===== src/rtl/bpps_pkg.sv =====
// Shared types, constants and helper functions of the Blinn-Phong point light shader.
// Depends on nothing; every other file of the block imports it.
package bpps_pkg;

	localparam int POS_WIDTH = 16;
	localparam int NRM_W = 16;
	localparam int Q_FRAC = 14;
	localparam int ONE_Q14 = 16384;
	localparam int DIFF_W = 25;
	localparam int DIFF_LIMIT = 16777215;
	localparam int MAG_W = DIFF_W - 1;
	localparam int SQ_W = 2 * DIFF_W;
	localparam int ROOT_W = DIFF_W;
	localparam int ISQRT_LAT = ROOT_W;
	localparam int UQ_W = Q_FRAC + 1;
	localparam int NORM_LAT = ISQRT_LAT + UQ_W + 7;
	localparam int CFG_W = 48;
	localparam int COLOR_W = 24;
	localparam int IDX_W = 2;
	localparam int CMP_W = (POS_WIDTH + 1 > DIFF_W) ? POS_WIDTH + 1 : DIFF_W;

	typedef logic signed [DIFF_W-1:0] vcomp_t;
	typedef logic signed [NRM_W-1:0] ucomp_t;
	typedef logic [IDX_W-1:0] reg_idx_t;

	localparam reg_idx_t REG_LIGHT_POS = 2'd0;
	localparam reg_idx_t REG_CAMERA_POS = 2'd1;
	localparam reg_idx_t REG_LIGHT_COLOR = 2'd2;

	typedef struct packed {
		logic [7:0] base_red;
		logic [7:0] base_green;
		logic [7:0] base_blue;
		logic [7:0] specular_level;
		logic signed [POS_WIDTH-1:0] pos_x;
		logic signed [POS_WIDTH-1:0] pos_y;
		logic signed [POS_WIDTH-1:0] pos_z;
		logic signed [NRM_W-1:0] normal_x;
		logic signed [NRM_W-1:0] normal_y;
		logic signed [NRM_W-1:0] normal_z;
	} fragment_t;

	typedef struct packed {
		logic [7:0] out_red;
		logic [7:0] out_green;
		logic [7:0] out_blue;
	} pixel_t;

	localparam logic signed [CMP_W-1:0] LIM_HI = CMP_W'(DIFF_LIMIT);
	localparam logic signed [CMP_W-1:0] LIM_LO = -LIM_HI;

	function automatic vcomp_t sat_diff(input logic [CFG_W-1:0] reg_v, input int unsigned idx,
		input logic signed [POS_WIDTH-1:0] pos);
		logic [2*CFG_W-1:0] wide;
		logic signed [POS_WIDTH-1:0] coord;
		logic signed [CMP_W-1:0] d;
		wide = {{CFG_W{1'b0}}, reg_v} >> (idx * POS_WIDTH);
		coord = wide[POS_WIDTH-1:0];
		d = CMP_W'(coord) - CMP_W'(pos);
		if (d > LIM_HI) begin
			return vcomp_t'(LIM_HI);
		end else if (d < LIM_LO) begin
			return vcomp_t'(LIM_LO);
		end
		return vcomp_t'(d);
	endfunction

	function automatic ucomp_t clamp_normal(input logic signed [NRM_W-1:0] n);
		if (n > ucomp_t'(ONE_Q14)) begin
			return ucomp_t'(ONE_Q14);
		end else if (n < -ucomp_t'(ONE_Q14)) begin
			return -ucomp_t'(ONE_Q14);
		end
		return n;
	endfunction

endpackage


===== src/rtl/bpps_isqrt.sv =====
// Pipelined integer square root, one root bit per register stage.
// Depends on bpps_pkg for the radicand and root widths.
module bpps_isqrt import bpps_pkg::*; (
	input logic clk,
	input logic [SQ_W-1:0] radicand,
	output logic [ROOT_W-1:0] root
);

	localparam int TW = SQ_W + 2;

	logic [SQ_W-1:0] rem_s [ROOT_W+1];
	logic [ROOT_W-1:0] rt_s [ROOT_W+1];

	assign rem_s[0] = radicand;
	assign rt_s[0] = '0;

	for (genvar j = 0; j < ROOT_W; j++) begin : g_step
		localparam int B = ROOT_W - 1 - j;
		logic [TW-1:0] trial;
		assign trial = (TW'(rt_s[j]) << (B + 1)) + (TW'(1) << (2 * B));
		always_ff @(posedge clk) begin
			if (TW'(rem_s[j]) >= trial) begin
				rem_s[j+1] <= rem_s[j] - SQ_W'(trial);
				rt_s[j+1] <= rt_s[j] | (ROOT_W'(1) << B);
			end else begin
				rem_s[j+1] <= rem_s[j];
				rt_s[j+1] <= rt_s[j];
			end
		end
	end

	assign root = rt_s[ROOT_W];

endmodule


===== config.mk =====
export PLATFORM = sky130hd
export DESIGN_NAME = bpps_isqrt
export DESIGN_NICKNAME = d
export VERILOG_FILES = /design/src/rtl/bpps_pkg.sv /design/src/rtl/bpps_isqrt.sv
export SDC_FILE = /design/constraint.sdc
export NUM_CORES = 2
export LEC_CHECK = 0
export BUFFER_PORTS_ARGS = -buffer_cell sky130_fd_sc_hd__buf_2
export CELL_PAD_IN_SITES_DETAIL_PLACEMENT = 0
export CELL_PAD_IN_SITES_GLOBAL_PLACEMENT = 2
export CORE_MARGIN = 2
export CORE_UTILIZATION = 43
export CTS_BUF_LIST = sky130_fd_sc_hd__clkbuf_8
export CTS_CLUSTER_SIZE = 30
export DETAILED_ROUTE_END_ITERATION = 8
export PLACE_DENSITY = 0.82
export SYNTH_ARGS = -nofsm -noshare
export SYNTH_HDL_FRONTEND = slang
export SYNTH_SLANG_ARGS = --single-unit
export TNS_END_PERCENT = 100

===== constraint.sdc =====
create_clock -name clk -period 3.94 [get_ports clk]
set_clock_uncertainty 0.15 [all_clocks]
set_input_delay 0.197 -clock clk [delete_from_list [all_inputs] [get_ports clk]]
set_output_delay 0.197 -clock clk [all_outputs]
set_load 0.05 [all_outputs]

==> metrics <==
switching power total=16.5 mW; Critical Path RT=roughly 4600 ps; commonest non-fill, non-tap cell in the layout=dfxtp_1; PortBufs=75; die area=approximately 140000 um2; H-tree depth=4; Die H=around 370 um; worst min path class=flip-flop to flip-flop; Max VDD drop=0.454 mV; syn nets=~6.2k; final HPWL from detailed placement=around 110000 um; Final #Nets=around 6.6k; Synth Flop Type=dfxtp_1; worst-margin pin slew=roughly 1200 ps; power density over cell area=736 nW/um2; Clock transition at path regs=~60 ps; final worst path period share=between 90% and 100%; Synth cell types=90; Worst Path Arrival=~4300 ps; RSZ-0062 raised after global routing=no; Rows=134; routability cong.=0.868; crit path launch type=flip-flop; Leak=about 30 nW; layout cells sized above 1=approximately a tenth; Post-synth ARST share=0%; core box area=approximately 130000 um2; most frequent cells in the layout=dfxtp_1, inv_1, nor2_1; average size of a mapped cell=10.0 um2; met3 global-route usage=3.30%; fmax=273 MHz; CP endpoint kind=flip-flop; outcome=finished clean; Synth Register Bits=approximately 1.5k; sw frac=roughly 34%; DRC Markers=0; final setup vio count=0; First DRT Iteration DRCs=roughly 2.2k; Worst-Skew Late Latency=approximately 930 ps; Antenna Nets Post-Route=0; Fill cells=between 10k and 15k; Setup TNS=0 ps; post-layout min period=around 3700 ps; Final Hold Viols=0; WL final=144000 um; number of global-route vias before repair=41.8k; met2 Use GR=between 30 and 40%; max-slew violations=0; Rel. slew slack=roughly 17%; Vias=41.3k; grt total ovfl=0; Longest Clk Path Bufs=3; clock sinks=between 1.5k and 2k; critical path class=flip-flop to flip-flop; GRT Total Usage=about a fifth; Mapped Area=between 50000 and 60000 um2; Seq pwr share=approximately 45%; first-pass GRT wire length=approximately 230000 um; CTS Buf Count=about 240; Starting Density=about 43%; die width=around 370 um; Vias per Instance=between 5 and 6; antenna violations before repair=2; TritonCTS clock tree=yes; IO Count=76; Logic pwr share=about a quarter; largest net degree at the start of global routing=between 40 and 50; Clk pwr share=just under 30%; sequential area share after synthesis=between 50% and 60%; GR peak layer=met2; EDFF count, synth=0; Syn Inst Count=roughly 5.8k; WL/cell=approximately 18 um; max-cap viol count=0; Pre-antenna DRT Iters=5; Final Core Density=about half; Warnings, synthesis=0; internal power=32.8 mW; area delta synth->final=15.9%; met1 global-route usage=between 20% and 30%; CTS root buffer=clkbuf_8; CP Max Fanout=9
## per-layer routing
| metal | vias up | share of wire (%) |
|---|---|---|
| met5 | - | 0 |
| met4 | 0 | 2.3 |
| met3 | 243 | 3.5 |
| met2 | 673 | 49 |
| met1 | 19400 | 45 |
| li1 | 21000 | - |
## cells by family (layout without fill, tap and decap cells)
| group | Yosys count | in the layout | synth area share (%) |
|---|---|---|---|
| flops | 1525 | 1525 | 52.9 |
| mux | 66 | 66 | 1.28 |
| fa+ha+maj | 346 | 346 | 7.50 |
| simple gates | 1722 | 1722 | 15.7 |
| xor+xnor | 515 | 515 | 7.81 |
| other cells | 0 | 3 | 0 |
| buf+inv | 532 | 1123 | 3.52 |
| compound gates | 1062 | 1062 | 11.4 |
## worst paths after layout
path | depth (start not counted) | endpoint | start | slack [ps]
hold reg to reg | 0 | rt_s[163] | rt_s[188] | 160
hold / removal | 0 | rt_s[163] | rt_s[188] | 160
setup reg to reg | 10 | rem_s[389] | rt_s[209] | 280
setup / recovery | 10 | rem_s[389] | rt_s[209] | 280
## cell type report
cell class                      instances  area (um2)  share of cell area [%]
Multi-Input combinational cell       3711       25200                    37.7
Clock buffer                          306        4210                    6.29
Antenna cell                            3        7.51                  0.0112
Sequential cell                      1525       30500                    45.6
Timing Repair Buffer                  252        1980                    2.96
Inverter                              429        1610                    2.41
Clock inverter                        136        1170                    1.74
Tap cell                             1768        2210                    3.30
## power by group through the flow
| stage | Clock, mW | Combinational (mW) | Sequential (mW) |
|---|---|---|---|
| after detailed placement | 0 | 12.7 | 22.5 |
| after floorplan | 0 | 9.76 | 21.1 |
| final | 14.4 | 12.8 | 22.1 |
| after CTS | 14.8 | 12.9 | 22.2 |
| after global routing | 15.5 | 14.4 | 22.5 |
| after global placement | 0 | 12.7 | 22.5 |
## registers in the layout, indices dropped and copies added (netlist names)
signal and flops:
rem_s 1200, rt_s 300, root 25
## synth_stat cells, types with 19 or more instances
cell      number  area [um2]
dfxtp_1     1525       30500
inv_1        426        1600
nor2_1       383        1440
nand2_1      351        1320
ha_1         346        4330
a21oi_1      333        1670
o21ai_0      278        1390
xnor2_1      269        2360
xor2_1       246        2150
nor4_1       188        1180
nor3_1       162         811
nand4_1      112         701
a21o_1        97         728
nand3_1       94         470
clkbuf_1      89         334
o21a_1        68         510
nand2b_1      62         388
mux2_2        59         664
nor2b_1       56         350
or3_1         51         319
or4_1         39         293
or2_2         34         213
a211oi_1      33         248
a31oi_1       30         188
o31ai_1       30         225
o211ai_1      28         210
nand3b_1      24         180
o21bai_1      24         180
and3_1        23         144
nor3b_1       23         173
and2_1        22         138
nor4b_1       22         193
nand4b_1      21         184
and4_1        19         166
## critical path, cell delays in order, from the launching register on
cell and delay (ps):
dfxtp_1 340, inv_1 50, ha_1 370, nand4_1 180, or4_1 560, nor4_1 600, nor4_2 130, o211ai_2 110
nand4b_1 340, or3b_2 580, xnor2_1 130
## timing repair
item | CTS | global route
endpoints found under the setup margin | 0 | 1
hold buffers | 101 | 0
hold endpoints to repair | 51 | 0
gates resized for setup | 0 | 1
setup buffers | 0 | 0
## per-stage QoR
step	power [mW]	setup WS, ps	std cells	area (um2)	hold WS (ps)
2_1_floorplan	30.9	760	5768	57800	74.7
3_3_place_gp	35.2	307	7584	60600	151
3_5_place_dp	35.2	277	7584	60600	151
4_1_cts	49.8	255	8127	66900	140
5_1_grt	52.4	17.2	8129	67000	168
6_report	49.3	280	8130	67000	160
Power figures use the tool's default switching activity.
